## src/design/led_matrix_chain_frame_driver_macros.svh

```systemverilog
// Assertion helpers shared by the frame driver modules.
// Each macro expects clk and arst_n in the scope where it is used.
`ifndef LED_MATRIX_CHAIN_FRAME_DRIVER_MACROS_SVH
`define LED_MATRIX_CHAIN_FRAME_DRIVER_MACROS_SVH

// Same-cycle implication
`define LMCFD_ASSERT_IMP(lbl, ante, cons, msg) \
	lbl: assert property (@(posedge clk) disable iff (!arst_n) (ante) |-> (cons)) \
		else $error(msg);

// Next-cycle implication
`define LMCFD_ASSERT_NXT(lbl, ante, cons, msg) \
	lbl: assert property (@(posedge clk) disable iff (!arst_n) (ante) |=> (cons)) \
		else $error(msg);

`endif

```

## src/design/lmcfd_pkg.sv

```systemverilog
`default_nettype none

package lmcfd_pkg;

	// Store geometry
	localparam int MAX_DISPLAYS = 8;
	localparam int MOD_W        = 3;
	localparam int ROW_W        = 3;
	localparam int ADDR_W       = MOD_W + ROW_W;
	localparam int MEM_DEPTH    = MAX_DISPLAYS * 8;
	localparam int CNT_W        = 4;
	localparam int TILE_W       = 7;
	localparam int PROD_W       = 8;

	localparam logic [CNT_W-1:0]  MAX_DISP_CNT  = CNT_W'(MAX_DISPLAYS);
	localparam logic [PROD_W-1:0] MAX_DISP_PROD = PROD_W'(MAX_DISPLAYS);
	localparam logic [TILE_W-1:0] MAX_DISP_TILE = TILE_W'(MAX_DISPLAYS);
	localparam logic [ROW_W-1:0]  ROW_LAST      = '1;

	// Configuration bus
	localparam int PADDR_W = 4;
	localparam logic [1:0] CFG_TILES_WIDE  = 2'd0;
	localparam logic [1:0] CFG_TILES_HIGH  = 2'd1;
	localparam logic [1:0] CFG_DISPLAY_MAP = 2'd2;

	localparam logic [3:0]  TILES_WIDE_RST  = 4'd4;
	localparam logic [3:0]  TILES_HIGH_RST  = 4'd2;
	localparam logic [23:0] DISPLAY_MAP_RST = 24'hFAC688;

	// Request commands
	localparam logic [2:0] CMD_SET_PIXEL = 3'd0;
	localparam logic [2:0] CMD_WRITE_ROW = 3'd1;
	localparam logic [2:0] CMD_SHOW      = 3'd2;
	localparam logic [2:0] CMD_START     = 3'd3;
	localparam logic [2:0] CMD_BRIGHT    = 3'd4;

	// Device register addresses
	localparam logic [3:0] REG_ROW0      = 4'd1;
	localparam logic [3:0] REG_DECODE    = 4'd9;
	localparam logic [3:0] REG_INTENSITY = 4'd10;
	localparam logic [3:0] REG_SCAN      = 4'd11;
	localparam logic [3:0] REG_SHUTDOWN  = 4'd12;
	localparam logic [3:0] REG_TEST      = 4'd15;
	localparam logic [7:0] SCAN_ALL_ROWS = 8'd7;
	localparam logic [7:0] DATA_ZERO     = 8'd0;
	localparam logic [7:0] DATA_WAKE     = 8'd1;

	typedef struct packed {
		logic [2:0] cmd;
		logic [5:0] x;
		logic [5:0] y;
		logic       pixel_on;
		logic [2:0] display_slot;
		logic [2:0] row;
		logic [7:0] row_bits;
		logic [7:0] brightness;
	} req_t;

	typedef struct packed {
		logic [3:0] word_cmd;
		logic [7:0] word_data;
		logic       frame_end;
		logic       last;
	} res_t;

	typedef struct packed {
		logic [3:0]  tiles_wide;
		logic [3:0]  tiles_high;
		logic [23:0] display_map;
	} cfg_t;

	// Datapath operations
	typedef enum logic [2:0] {
		OP_NOP,
		OP_PIX_RD,
		OP_PIX_WR,
		OP_ROW_WR,
		OP_EMIT_MEM,
		OP_EMIT_CONST
	} op_t;

	// Sequencer branch conditions
	typedef enum logic [1:0] {
		CN_DISPATCH,
		CN_NEXT,
		CN_LOOP_D,
		CN_LOOP_DR
	} cond_t;

	// Program steps
	typedef logic [3:0] step_t;
	localparam step_t ST_IDLE      = 4'd0;
	localparam step_t ST_PX_RD     = 4'd1;
	localparam step_t ST_PX_WR     = 4'd2;
	localparam step_t ST_ROW_WR    = 4'd3;
	localparam step_t ST_SHOW      = 4'd4;
	localparam step_t ST_INIT_SD   = 4'd5;
	localparam step_t ST_INIT_TEST = 4'd6;
	localparam step_t ST_INIT_SCAN = 4'd7;
	localparam step_t ST_INIT_DEC  = 4'd8;
	localparam step_t ST_INIT_WAKE = 4'd9;
	localparam step_t ST_BRIGHT    = 4'd10;

	typedef struct packed {
		op_t        op;
		cond_t      cond;
		logic [3:0] word_cmd;
		logic [7:0] word_data;
		logic       use_bright;
		logic       last_frame;
		step_t      next;
	} uword_t;

	// Control handed from the sequencer to the datapath
	typedef struct packed {
		op_t              op;
		logic [3:0]       word_cmd;
		logic [7:0]       word_data;
		logic             use_bright;
		logic             frame_end;
		logic             last;
		logic [ROW_W-1:0] row;
		logic [MOD_W-1:0] mod_idx;
	} dp_ctl_t;

	function automatic uword_t mk_uw(input op_t op, input cond_t cond,
		input logic [3:0] wc, input logic [7:0] wd, input logic ub,
		input logic lf, input step_t nx);
		uword_t w;
		w.op         = op;
		w.cond       = cond;
		w.word_cmd   = wc;
		w.word_data  = wd;
		w.use_bright = ub;
		w.last_frame = lf;
		w.next       = nx;
		return w;
	endfunction

	// Control store
	function automatic uword_t ucode_rom(input step_t s);
		uword_t w;
		unique case (s)
			ST_IDLE:      w = mk_uw(OP_NOP, CN_DISPATCH, 4'd0, DATA_ZERO, 1'b0, 1'b0, ST_IDLE);
			ST_PX_RD:     w = mk_uw(OP_PIX_RD, CN_NEXT, 4'd0, DATA_ZERO, 1'b0, 1'b0, ST_PX_WR);
			ST_PX_WR:     w = mk_uw(OP_PIX_WR, CN_NEXT, 4'd0, DATA_ZERO, 1'b0, 1'b0, ST_IDLE);
			ST_ROW_WR:    w = mk_uw(OP_ROW_WR, CN_NEXT, 4'd0, DATA_ZERO, 1'b0, 1'b0, ST_IDLE);
			ST_SHOW:      w = mk_uw(OP_EMIT_MEM, CN_LOOP_DR, REG_ROW0, DATA_ZERO, 1'b0, 1'b1,
				ST_IDLE);
			ST_INIT_SD:   w = mk_uw(OP_EMIT_CONST, CN_LOOP_D, REG_SHUTDOWN, DATA_ZERO, 1'b0,
				1'b0, ST_INIT_TEST);
			ST_INIT_TEST: w = mk_uw(OP_EMIT_CONST, CN_LOOP_D, REG_TEST, DATA_ZERO, 1'b0,
				1'b0, ST_INIT_SCAN);
			ST_INIT_SCAN: w = mk_uw(OP_EMIT_CONST, CN_LOOP_D, REG_SCAN, SCAN_ALL_ROWS, 1'b0,
				1'b0, ST_INIT_DEC);
			ST_INIT_DEC:  w = mk_uw(OP_EMIT_CONST, CN_LOOP_D, REG_DECODE, DATA_ZERO, 1'b0,
				1'b0, ST_INIT_WAKE);
			ST_INIT_WAKE: w = mk_uw(OP_EMIT_CONST, CN_LOOP_D, REG_SHUTDOWN, DATA_WAKE, 1'b0,
				1'b1, ST_IDLE);
			ST_BRIGHT:    w = mk_uw(OP_EMIT_CONST, CN_LOOP_D, REG_INTENSITY, DATA_ZERO, 1'b1,
				1'b1, ST_IDLE);
			default:      w = mk_uw(OP_NOP, CN_NEXT, 4'd0, DATA_ZERO, 1'b0, 1'b0, ST_IDLE);
		endcase
		return w;
	endfunction

	// Entry step for each command; unused codes stay idle
	function automatic step_t dispatch(input logic [2:0] cmd);
		step_t s;
		unique case (cmd)
			CMD_SET_PIXEL: s = ST_PX_RD;
			CMD_WRITE_ROW: s = ST_ROW_WR;
			CMD_SHOW:      s = ST_SHOW;
			CMD_START:     s = ST_INIT_SD;
			CMD_BRIGHT:    s = ST_BRIGHT;
			default:       s = ST_IDLE;
		endcase
		return s;
	endfunction

endpackage

`default_nettype wire

```

## src/design/lmcfd_cfg.sv

```systemverilog
`default_nettype none

module lmcfd_cfg (
	input  wire logic                          clk,
	input  wire logic                          arst_n,
	input  wire logic                          psel,
	input  wire logic                          penable,
	input  wire logic                          pwrite,
	input  wire logic [lmcfd_pkg::PADDR_W-1:0] paddr,
	input  wire logic [31:0]                   pwdata,
	output logic      [31:0]                   prdata,
	output logic                               pready,
	output lmcfd_pkg::cfg_t                    cfg
);

	logic [3:0]  tiles_wide_q;
	logic [3:0]  tiles_high_q;
	logic [23:0] display_map_q;
	logic        wr_en;
	logic [1:0]  reg_sel;

	assign pready  = 1'b1;
	assign wr_en   = psel && penable && pwrite;
	assign reg_sel = paddr[3:2];

	// Hold the registers; drop writes beyond the list
	always_ff @(posedge clk or negedge arst_n) begin
		if (!arst_n) begin
			tiles_wide_q  <= lmcfd_pkg::TILES_WIDE_RST;
			tiles_high_q  <= lmcfd_pkg::TILES_HIGH_RST;
			display_map_q <= lmcfd_pkg::DISPLAY_MAP_RST;
		end else if (wr_en) begin
			unique case (reg_sel)
				lmcfd_pkg::CFG_TILES_WIDE:  tiles_wide_q  <= pwdata[3:0];
				lmcfd_pkg::CFG_TILES_HIGH:  tiles_high_q  <= pwdata[3:0];
				lmcfd_pkg::CFG_DISPLAY_MAP: display_map_q <= pwdata[23:0];
				default: ;
			endcase
		end
	end

	// Read back
	always_comb begin
		unique case (reg_sel)
			lmcfd_pkg::CFG_TILES_WIDE:  prdata = {28'd0, tiles_wide_q};
			lmcfd_pkg::CFG_TILES_HIGH:  prdata = {28'd0, tiles_high_q};
			lmcfd_pkg::CFG_DISPLAY_MAP: prdata = {8'd0, display_map_q};
			default:                    prdata = 32'd0;
		endcase
	end

	assign cfg.tiles_wide  = tiles_wide_q;
	assign cfg.tiles_high  = tiles_high_q;
	assign cfg.display_map = display_map_q;

endmodule

`default_nettype wire

```

## src/design/lmcfd_seq.sv

```systemverilog
`default_nettype none
`include "led_matrix_chain_frame_driver_macros.svh"

module lmcfd_seq (
	input  wire logic                clk,
	input  wire logic                arst_n,
	input  wire logic                start,
	input  wire lmcfd_pkg::req_t     req,
	input  wire lmcfd_pkg::cfg_t     cfg,
	output logic                     busy,
	output lmcfd_pkg::dp_ctl_t       ctl
);

	lmcfd_pkg::step_t              step_q;
	logic [lmcfd_pkg::CNT_W-1:0]   d_q;
	logic [lmcfd_pkg::CNT_W-1:0]   n_q;
	logic [lmcfd_pkg::ROW_W-1:0]   r_q;

	lmcfd_pkg::uword_t             uw;
	lmcfd_pkg::step_t              entry;
	logic [lmcfd_pkg::PROD_W-1:0]  prod;
	logic [lmcfd_pkg::CNT_W-1:0]   n_now;
	logic                          emits;
	logic                          go;
	logic                          d_last;
	logic                          r_last;

	// Fetch the control word and evaluate branch conditions
	always_comb begin
		uw     = lmcfd_pkg::ucode_rom(step_q);
		entry  = lmcfd_pkg::dispatch(req.cmd);
		prod   = {4'd0, cfg.tiles_wide} * {4'd0, cfg.tiles_high};
		n_now  = (prod > lmcfd_pkg::MAX_DISP_PROD) ? lmcfd_pkg::MAX_DISP_CNT
			: prod[lmcfd_pkg::CNT_W-1:0];
		emits  = (req.cmd == lmcfd_pkg::CMD_SHOW) || (req.cmd == lmcfd_pkg::CMD_START)
			|| (req.cmd == lmcfd_pkg::CMD_BRIGHT);
		go     = start && (entry != lmcfd_pkg::ST_IDLE)
			&& !(emits && (n_now == '0))
			&& !((req.cmd == lmcfd_pkg::CMD_BRIGHT) && (|req.brightness[7:4]));
		d_last = (d_q == lmcfd_pkg::CNT_W'(1));
		r_last = (r_q == lmcfd_pkg::ROW_LAST);
	end

	assign busy = (step_q != lmcfd_pkg::ST_IDLE);

	// Advance the step counter and the module and row loop counters
	always_ff @(posedge clk or negedge arst_n) begin
		if (!arst_n) begin
			step_q <= lmcfd_pkg::ST_IDLE;
			d_q    <= '0;
			n_q    <= '0;
			r_q    <= '0;
		end else begin
			unique case (uw.cond)
				lmcfd_pkg::CN_DISPATCH: begin
					if (go) begin
						step_q <= entry;
						d_q    <= n_now;
						n_q    <= n_now;
						r_q    <= '0;
					end
				end
				lmcfd_pkg::CN_NEXT: begin
					step_q <= uw.next;
				end
				lmcfd_pkg::CN_LOOP_D: begin
					if (!d_last) begin
						d_q <= d_q - lmcfd_pkg::CNT_W'(1);
					end else begin
						d_q    <= n_q;
						step_q <= uw.next;
					end
				end
				lmcfd_pkg::CN_LOOP_DR: begin
					if (!d_last) begin
						d_q <= d_q - lmcfd_pkg::CNT_W'(1);
					end else if (!r_last) begin
						d_q <= n_q;
						r_q <= r_q + lmcfd_pkg::ROW_W'(1);
					end else begin
						step_q <= uw.next;
					end
				end
			endcase
		end
	end

	// Drive the datapath from the current control word
	always_comb begin
		ctl.op         = uw.op;
		ctl.word_cmd   = (uw.op == lmcfd_pkg::OP_EMIT_MEM) ? (uw.word_cmd + {1'b0, r_q})
			: uw.word_cmd;
		ctl.word_data  = uw.word_data;
		ctl.use_bright = uw.use_bright;
		ctl.frame_end  = d_last;
		ctl.last       = d_last && uw.last_frame
			&& (r_last || (uw.cond != lmcfd_pkg::CN_LOOP_DR));
		ctl.row        = r_q;
		ctl.mod_idx    = lmcfd_pkg::MOD_W'(d_q - lmcfd_pkg::CNT_W'(1));
	end

	`LMCFD_ASSERT_IMP(a_emit_in_range, (ctl.op == lmcfd_pkg::OP_EMIT_MEM || ctl.op == lmcfd_pkg::OP_EMIT_CONST), (d_q != '0 && d_q <= n_q), "module counter out of range while emitting")
	`LMCFD_ASSERT_IMP(a_row_after_frame, ($past(step_q) == lmcfd_pkg::ST_SHOW && step_q == lmcfd_pkg::ST_SHOW && !$stable(r_q)), ($past(d_q) == lmcfd_pkg::CNT_W'(1)), "row advanced before the frame ended")

endmodule

`default_nettype wire

```

## src/design/lmcfd_dp.sv

```systemverilog
`default_nettype none
`include "led_matrix_chain_frame_driver_macros.svh"

module lmcfd_dp (
	input  wire logic                clk,
	input  wire logic                arst_n,
	input  wire logic                accept,
	input  wire lmcfd_pkg::req_t     req,
	input  wire lmcfd_pkg::cfg_t     cfg,
	input  wire lmcfd_pkg::dp_ctl_t  ctl,
	output logic                     res_strobe,
	output lmcfd_pkg::res_t          res
);

	lmcfd_pkg::req_t                    item_q;
	logic [7:0]                         mem_q [lmcfd_pkg::MEM_DEPTH];
	logic [lmcfd_pkg::MEM_DEPTH-1:0]    valid_q;

	logic [7:0]                         rdata_s1;
	logic                               rvalid_s1;
	logic                               strobe_s1;
	logic                               from_mem_s1;
	logic [3:0]                         cmd_s1;
	logic [7:0]                         data_s1;
	logic                               fend_s1;
	logic                               last_s1;

	logic [lmcfd_pkg::TILE_W-1:0]       tile;
	logic                               tile_ok;
	logic [lmcfd_pkg::ADDR_W-1:0]       pix_addr;
	logic [4:0]                         map_lsb;
	logic [lmcfd_pkg::MOD_W-1:0]        phys;
	logic [lmcfd_pkg::ADDR_W-1:0]       row_addr;
	logic [lmcfd_pkg::ADDR_W-1:0]       rd_addr;
	logic [7:0]                         old_byte;
	logic [7:0]                         bit_mask;
	logic [7:0]                         pix_byte;
	logic                               wr_en;
	logic [lmcfd_pkg::ADDR_W-1:0]       wr_addr;
	logic [7:0]                         wr_data;
	logic                               emit;

	// Address and data for pixel and row updates
	always_comb begin
		tile     = {4'd0, item_q.x[5:3]}
			+ ({4'd0, item_q.y[5:3]} * {3'd0, cfg.tiles_wide});
		tile_ok  = (tile < lmcfd_pkg::MAX_DISP_TILE);
		pix_addr = {tile[lmcfd_pkg::MOD_W-1:0], item_q.y[2:0]};
		map_lsb  = {1'b0, item_q.display_slot, 1'b0} + {2'b00, item_q.display_slot};
		phys     = cfg.display_map[map_lsb +: lmcfd_pkg::MOD_W];
		row_addr = {phys, item_q.row};
		rd_addr  = (ctl.op == lmcfd_pkg::OP_PIX_RD) ? pix_addr : {ctl.mod_idx, ctl.row};
		old_byte = rvalid_s1 ? rdata_s1 : 8'd0;
		bit_mask = 8'd1 << item_q.x[2:0];
		pix_byte = item_q.pixel_on ? (old_byte | bit_mask) : (old_byte & ~bit_mask);
		wr_en    = ((ctl.op == lmcfd_pkg::OP_PIX_WR) && tile_ok)
			|| (ctl.op == lmcfd_pkg::OP_ROW_WR);
		wr_addr  = (ctl.op == lmcfd_pkg::OP_PIX_WR) ? pix_addr : row_addr;
		wr_data  = (ctl.op == lmcfd_pkg::OP_PIX_WR) ? pix_byte : item_q.row_bits;
		emit     = (ctl.op == lmcfd_pkg::OP_EMIT_MEM) || (ctl.op == lmcfd_pkg::OP_EMIT_CONST);
	end

	// Hold the request; frame store and word stage
	always_ff @(posedge clk) begin
		if (accept) begin
			item_q <= req;
		end
		if (wr_en) begin
			mem_q[wr_addr] <= wr_data;
		end
		rdata_s1    <= mem_q[rd_addr];
		from_mem_s1 <= (ctl.op == lmcfd_pkg::OP_EMIT_MEM);
		cmd_s1      <= ctl.word_cmd;
		data_s1     <= ctl.use_bright ? item_q.brightness : ctl.word_data;
		fend_s1     <= ctl.frame_end;
		last_s1     <= ctl.last;
	end

	// Entry valid bits read as zero until first write
	always_ff @(posedge clk or negedge arst_n) begin
		if (!arst_n) begin
			valid_q   <= '0;
			rvalid_s1 <= 1'b0;
			strobe_s1 <= 1'b0;
		end else begin
			if (wr_en) begin
				valid_q[wr_addr] <= 1'b1;
			end
			rvalid_s1 <= valid_q[rd_addr];
			strobe_s1 <= emit;
		end
	end

	assign res_strobe    = strobe_s1;
	assign res.word_cmd  = cmd_s1;
	assign res.word_data = from_mem_s1 ? (rvalid_s1 ? rdata_s1 : 8'd0) : data_s1;
	assign res.frame_end = fend_s1;
	assign res.last      = last_s1;

	`LMCFD_ASSERT_IMP(a_pix_read_first, (ctl.op == lmcfd_pkg::OP_PIX_WR), ($past(ctl.op) == lmcfd_pkg::OP_PIX_RD), "pixel write without preceding read")
	`LMCFD_ASSERT_IMP(a_last_ends_frame, (res_strobe && res.last), res.frame_end, "final word does not close a frame")

endmodule

`default_nettype wire

```

## src/design/led_matrix_chain_frame_driver.sv

```systemverilog
// The first word of show, start or intensity passes the step register and then the word
// stage register after accept. Throughput: words go out one per cycle; show sends 8n words,
// start 5n and the intensity command n (n = module count, max 8), one word per step of the
// control store frame loops; set_pixel reads then writes the store, write_row only writes it.
// The receiver cannot stall; each word is shown for exactly one cycle on res_strobe.
// Reset clears the frame store at once through per-entry valid bits and loads the defaults.
`default_nettype none

module led_matrix_chain_frame_driver (
	input  wire logic                          clk,
	input  wire logic                          arst_n,
	input  wire logic                          start,
	output logic                               busy,
	input  wire lmcfd_pkg::req_t               req,
	output logic                               res_strobe,
	output lmcfd_pkg::res_t                    res,
	input  wire logic                          psel,
	input  wire logic                          penable,
	input  wire logic                          pwrite,
	input  wire logic [lmcfd_pkg::PADDR_W-1:0] paddr,
	input  wire logic [31:0]                   pwdata,
	output logic      [31:0]                   prdata,
	output logic                               pready
);

	lmcfd_pkg::cfg_t    cfg;
	lmcfd_pkg::dp_ctl_t ctl;
	logic               accept;

	// Take a request only while the sequencer is idle
	assign accept = start && !busy;

	lmcfd_cfg u_cfg (
		.clk     (clk),
		.arst_n  (arst_n),
		.psel    (psel),
		.penable (penable),
		.pwrite  (pwrite),
		.paddr   (paddr),
		.pwdata  (pwdata),
		.prdata  (prdata),
		.pready  (pready),
		.cfg     (cfg)
	);

	lmcfd_seq u_seq (
		.clk    (clk),
		.arst_n (arst_n),
		.start  (start),
		.req    (req),
		.cfg    (cfg),
		.busy   (busy),
		.ctl    (ctl)
	);

	lmcfd_dp u_dp (
		.clk        (clk),
		.arst_n     (arst_n),
		.accept     (accept),
		.req        (req),
		.cfg        (cfg),
		.ctl        (ctl),
		.res_strobe (res_strobe),
		.res        (res)
	);

endmodule

`default_nettype wire
```

## config.mk

```make
export PLATFORM = sky130hd
export DESIGN_NAME = led_matrix_chain_frame_driver
export DESIGN_NICKNAME = d
export VERILOG_FILES = /design/src/design/lmcfd_pkg.sv /design/src/design/lmcfd_cfg.sv /design/src/design/lmcfd_seq.sv /design/src/design/lmcfd_dp.sv /design/src/design/led_matrix_chain_frame_driver.sv
export VERILOG_INCLUDE_DIRS = /design/src /design/src/design
export SDC_FILE = /design/constraint.sdc
export NUM_CORES = 1
export LEC_CHECK = 0
export ABC_CLOCK_PERIOD_IN_PS = 6330
export BUFFER_PORTS_ARGS = -buffer_cell sky130_fd_sc_hd__buf_2
export CORE_MARGIN = 1.5
export CORE_UTILIZATION = 35
export DETAILED_ROUTE_END_ITERATION = 10
export GPL_TIMING_DRIVEN = 0
export PLACE_DENSITY = 0.56
export SYNTH_ARGS = -nofsm -noshare
export SYNTH_HDL_FRONTEND = slang
export SYNTH_SLANG_ARGS = --single-unit
```

## constraint.sdc

```tcl
create_clock -name clk -period 6.33 [get_ports clk]
set_input_delay 0.3165 -clock clk [delete_from_list [all_inputs] [get_ports clk]]
set_output_delay 0.3165 -clock clk [all_outputs]
set_load 0.02 [all_outputs]
```

==> key figures <==
STA
  – RSZ-0062 raised after global routing: false
  – Fin. Hold Viols: 0
  – Pins Over Slew Limit: 0
  – Setup violations, final: 0
  – Slack of the critical path: approximately 520 ps
  – FMAX: between 150 and 200 MHz
  – Worst slew pin tran: about 1300 ps
  – Slew margin rel.: 0.108
  – Clock Skew: roughly 24 ps
  – Final period utilization: 0.918
  – Min Clock Period, post-route: 5810 ps

Worst setup path
  – R2R depth: 16
  – Worst EP arrival: between 6000 and 7000 ps
  – Worst-path cell chain: clkbuf_1 > and2_1 > fa_1 > inv_1 > fa_1 > inv_1 > ha_1 > a211oi_1 > o21ai_0 > a21oi_1 > xor2_1 > o21bai_1 > clkbuf_1 > or4_1 > clkbuf_1 > nor2_1
  – Slowest stage delay, CP: about 950 ps
  – CP Class: flip-flop to flip-flop
  – Crit path launch type: flip-flop
  – Crit end category: flip-flop
  – Req. time, crit path: 6560 ps
  – Critical Path Most Common Cell: clkbuf_1
  – Critical-path top delay cell: nor2_1
  – Crit-path max FO: 10

Placed design
  – Placer Congestion: 0.861
  – Post-DP HPWL: between 50000 and 60000 µm
  – I/O Buffers: approximately 110
  – Setup WS pre-CTS: 584 ps

Clock tree
  – CTS Buf Count: around 70
  – Reg clk slew, reported paths: 60 ps
  – Post-CTS Setup Inserts: 0
  – Max clock buf depth: 3
  – CTS tree: done
  – CTS H-Tree Depth: 3
  – CTS Sinks: 683
  – Clk root buf: clkbuf_16
  – Clock Latency Late Sink: around 630 ps

Routing
  – Routed via count: about 18k
  – Vias per std cell: 5.25
  – M1 WL: about 31000 µm
  – Met2 WL post-DR: 38200 µm
  – Router iterations before antenna repair: 5
  – Post-DRT Antenna Nets: 0
  – WL final: between 70000 and 80000 µm
  – Number of DRC markers in iteration 0: around 1.7k
  – WL per Instance: 22.5 µm
  – DR top layer: met4
  – Remaining design rule violation count: 0
  – Met3 WL post-DR: a little under 4000 µm

Final layout
  – Synth-to-layout area growth: 17.8%
  – Antenna diodes: 0
  – Most frequent cells in the layout: 547 x edfxtp_1, 235 x nand2_1, 144 x buf_2
  – Most common cell after layout, fill and taps aside: edfxtp_1
  – Layout cell share with drive strength beyond 1: 0.211
  – Final net count: 2350
  – Core Util, Final: 0.415
  – Filler Cell Count: between 7k and 8k

Synthesis
  – Synthesized area: about 30000 µm²
  – Gate Count Post-Synth: 1959
  – Synth area leaders: edfxtp_1 56%, mux4_2 8.5%, dfrtp_1 8.4%
  – Share of the synthesized area in the top cell type: 0.559
  – Synth Area per Inst: 15.0 µm²
  – Sequential share of the synthesized area: 0.671
  – Async set-reset flop share out of synthesis: 0.165
  – Unique masters post-synth: 65
  – Post-synth EDFFs: between 500 and 600
  – Synthesized flop and latch total: 683
  – Post-synth top area cell: edfxtp_1
  – Synth warn: 0
  – Synth Flop Type: edfxtp_1

Hold path
  – Hold depth: 3
  – Worst hold path type: primary input to flip-flop

Floorplanning
  – Die Y: just under 300 µm
  – # IOs: approximately 130
  – FP Rows: approximately 110
  – Initial Util: 0.352
  – Die area: 85700 µm²
  – Die Wd: 293 µm
  – Core area: 83400 µm²

Pwr
  – Sw Ratio: 0.343
  – Peak supply drop: 215 µV
  – Clock share of power: 0.279
  – Internal power: 0.00967 W
  – Power Dens Cells: approximately 430 nW/µm²
  – Leak: about 12 nW
  – Sequential Power Share: 0.405
  – P_sw: approximately 0.0050 W
  – Logic pwr share: 0.316

Global routing
  – Gr ovfl total: 0
  – Number of global-route vias before repair: roughly 18k
  – Initial antenna violation count: 2
  – First-pass GRT wire length: 114000 µm
  – Total track usage: 0.178
  – Largest net degree at the start of global routing: 96

Flow run
  – MaxCap Viol Count: 0

Run status
  – Status: finished, final reports clean
## registers in the layout (all words and copies together), names as in the netlist, 8 cells and up
signal / cells
u_dp.valid_q: 64
u_dp.rdata_s1: 8
u_cfg.display_map_q: 24
u_dp.item_q: 35
u_dp.mem_q: 512
u_dp.data_s1: 8
## worst paths after layout
check | from | endpoint | slack (ps)
worst max-delay path | u_cfg.tiles_wide_q[0] | u_dp.mem_q[47][4] | 520
worst min-delay path | req[36] | u_seq.step_q[2] | 50
worst max register to register | u_cfg.tiles_wide_q[0] | u_dp.mem_q[47][4] | 520
worst min register to register | u_dp.item_q[1] | u_dp.data_s1[1] | 440
max in group asynchronous | arst_n | u_dp.valid_q[3] | 5450
min in group asynchronous | arst_n | u_cfg.display_map_q[8] | 100
## worst max-delay path, delay by kind of cell (launching register included)
family	cells	cell delay, ps
AO/OA/AOI/OAI	4	790
XOR/XNOR	1	160
adder cells (fa/ha/maj)	3	1400
buffers and inverters	5	990
flip-flops	1	380
AND/OR/NAND/NOR	3	1690
## power by group through the flow
stage	Combinational (W)	Sequential [W]	Clock, W
6_report	0.00465	0.00595	0.00411
5_1_grt	0.00500	0.00599	0.00436
4_1_cts	0.00468	0.00595	0.00420
3_5_place_dp	0.00463	0.00604	0
3_3_place_gp	0.00432	0.00618	0
2_1_floorplan	0.00280	0.00602	0
## logic make-up after synthesis
family / share of synthesized area
simple gates: 0.0974
compound gates: 0.0611
fa+ha+maj: 0.0234
mux: 0.118
buf+inv: 0.0258
other cells: 0.000256
flops: 0.671
xor+xnor: 0.00298
## cells in the mapped netlist, drive strengths merged, types with 2 or more instances
cell	number
nor3b	4
xor2	5
nand2b	6
a41o	2
mux4	120
fa	10
o21ai	31
o21bai	65
nor4	12
nand2	235
and2	46
nor2b	42
ha	39
clkbuf	54
edfxtp	547
dfxtp	23
or3	4
a21o	5
nand3b	5
and3	9
a211oi	15
nor3	10
nand4	27
inv	42
mux2	43
or4	16
xnor2	5
mux2i	21
a22o	4
a22oi	20
dfstp	14
buf	65
nor2	108
a21oi	92
a32oi	2
dfrtp	99
conb	2
nand3	65
nor4b	2
o22ai	2
o21a	5
o211ai	10
a31oi	15
## cell type report
cell class	instances	area (µm²)	share of cell area
clock inverter	37	344	0.00994
tap	1080	1350	0.0391
multi-input combinational	1122	9040	0.261
inverter	42	158	0.00456
buffer	119	602	0.0174
timing repair buffer	181	1430	0.0413
clock buffer	94	1950	0.0563
sequential	683	19700	0.570
## metrics by stage
step | TNS (ps) | std cells | instance area [µm²] | total power, W | hold slack, ps
global route | 0 | 3358 | 34600 | 0.0154 | 58.8
detailed placement | 0 | 3166 | 31700 | 0.0107 | 169
floorplan | 0 | 1966 | 29400 | 0.00882 | 20.9
global placement | -603990 | 3154 | 31300 | 0.0105 | 434
finish | 0 | 3358 | 34600 | 0.0147 | 50.5
CTS | 0 | 3358 | 34600 | 0.0148 | 13.2
## routing by layer
| metal | up-vias | GRT usage |
|---|---|---|
| met4 | 0 | 0.0624 |
| li1 | 7950 | - |
| met3 | 125 | 0.0244 |
| met5 | - | 0 |
| met1 | 9065 | 0.227 |
| met2 | 504 | 0.308 |
## repair_timing
item                                   CTS  global route
endpoints found under the hold margin  177             0
gates resized for setup                  0             0
hold buffers                            61             0
Power figures use the tool's default switching activity.
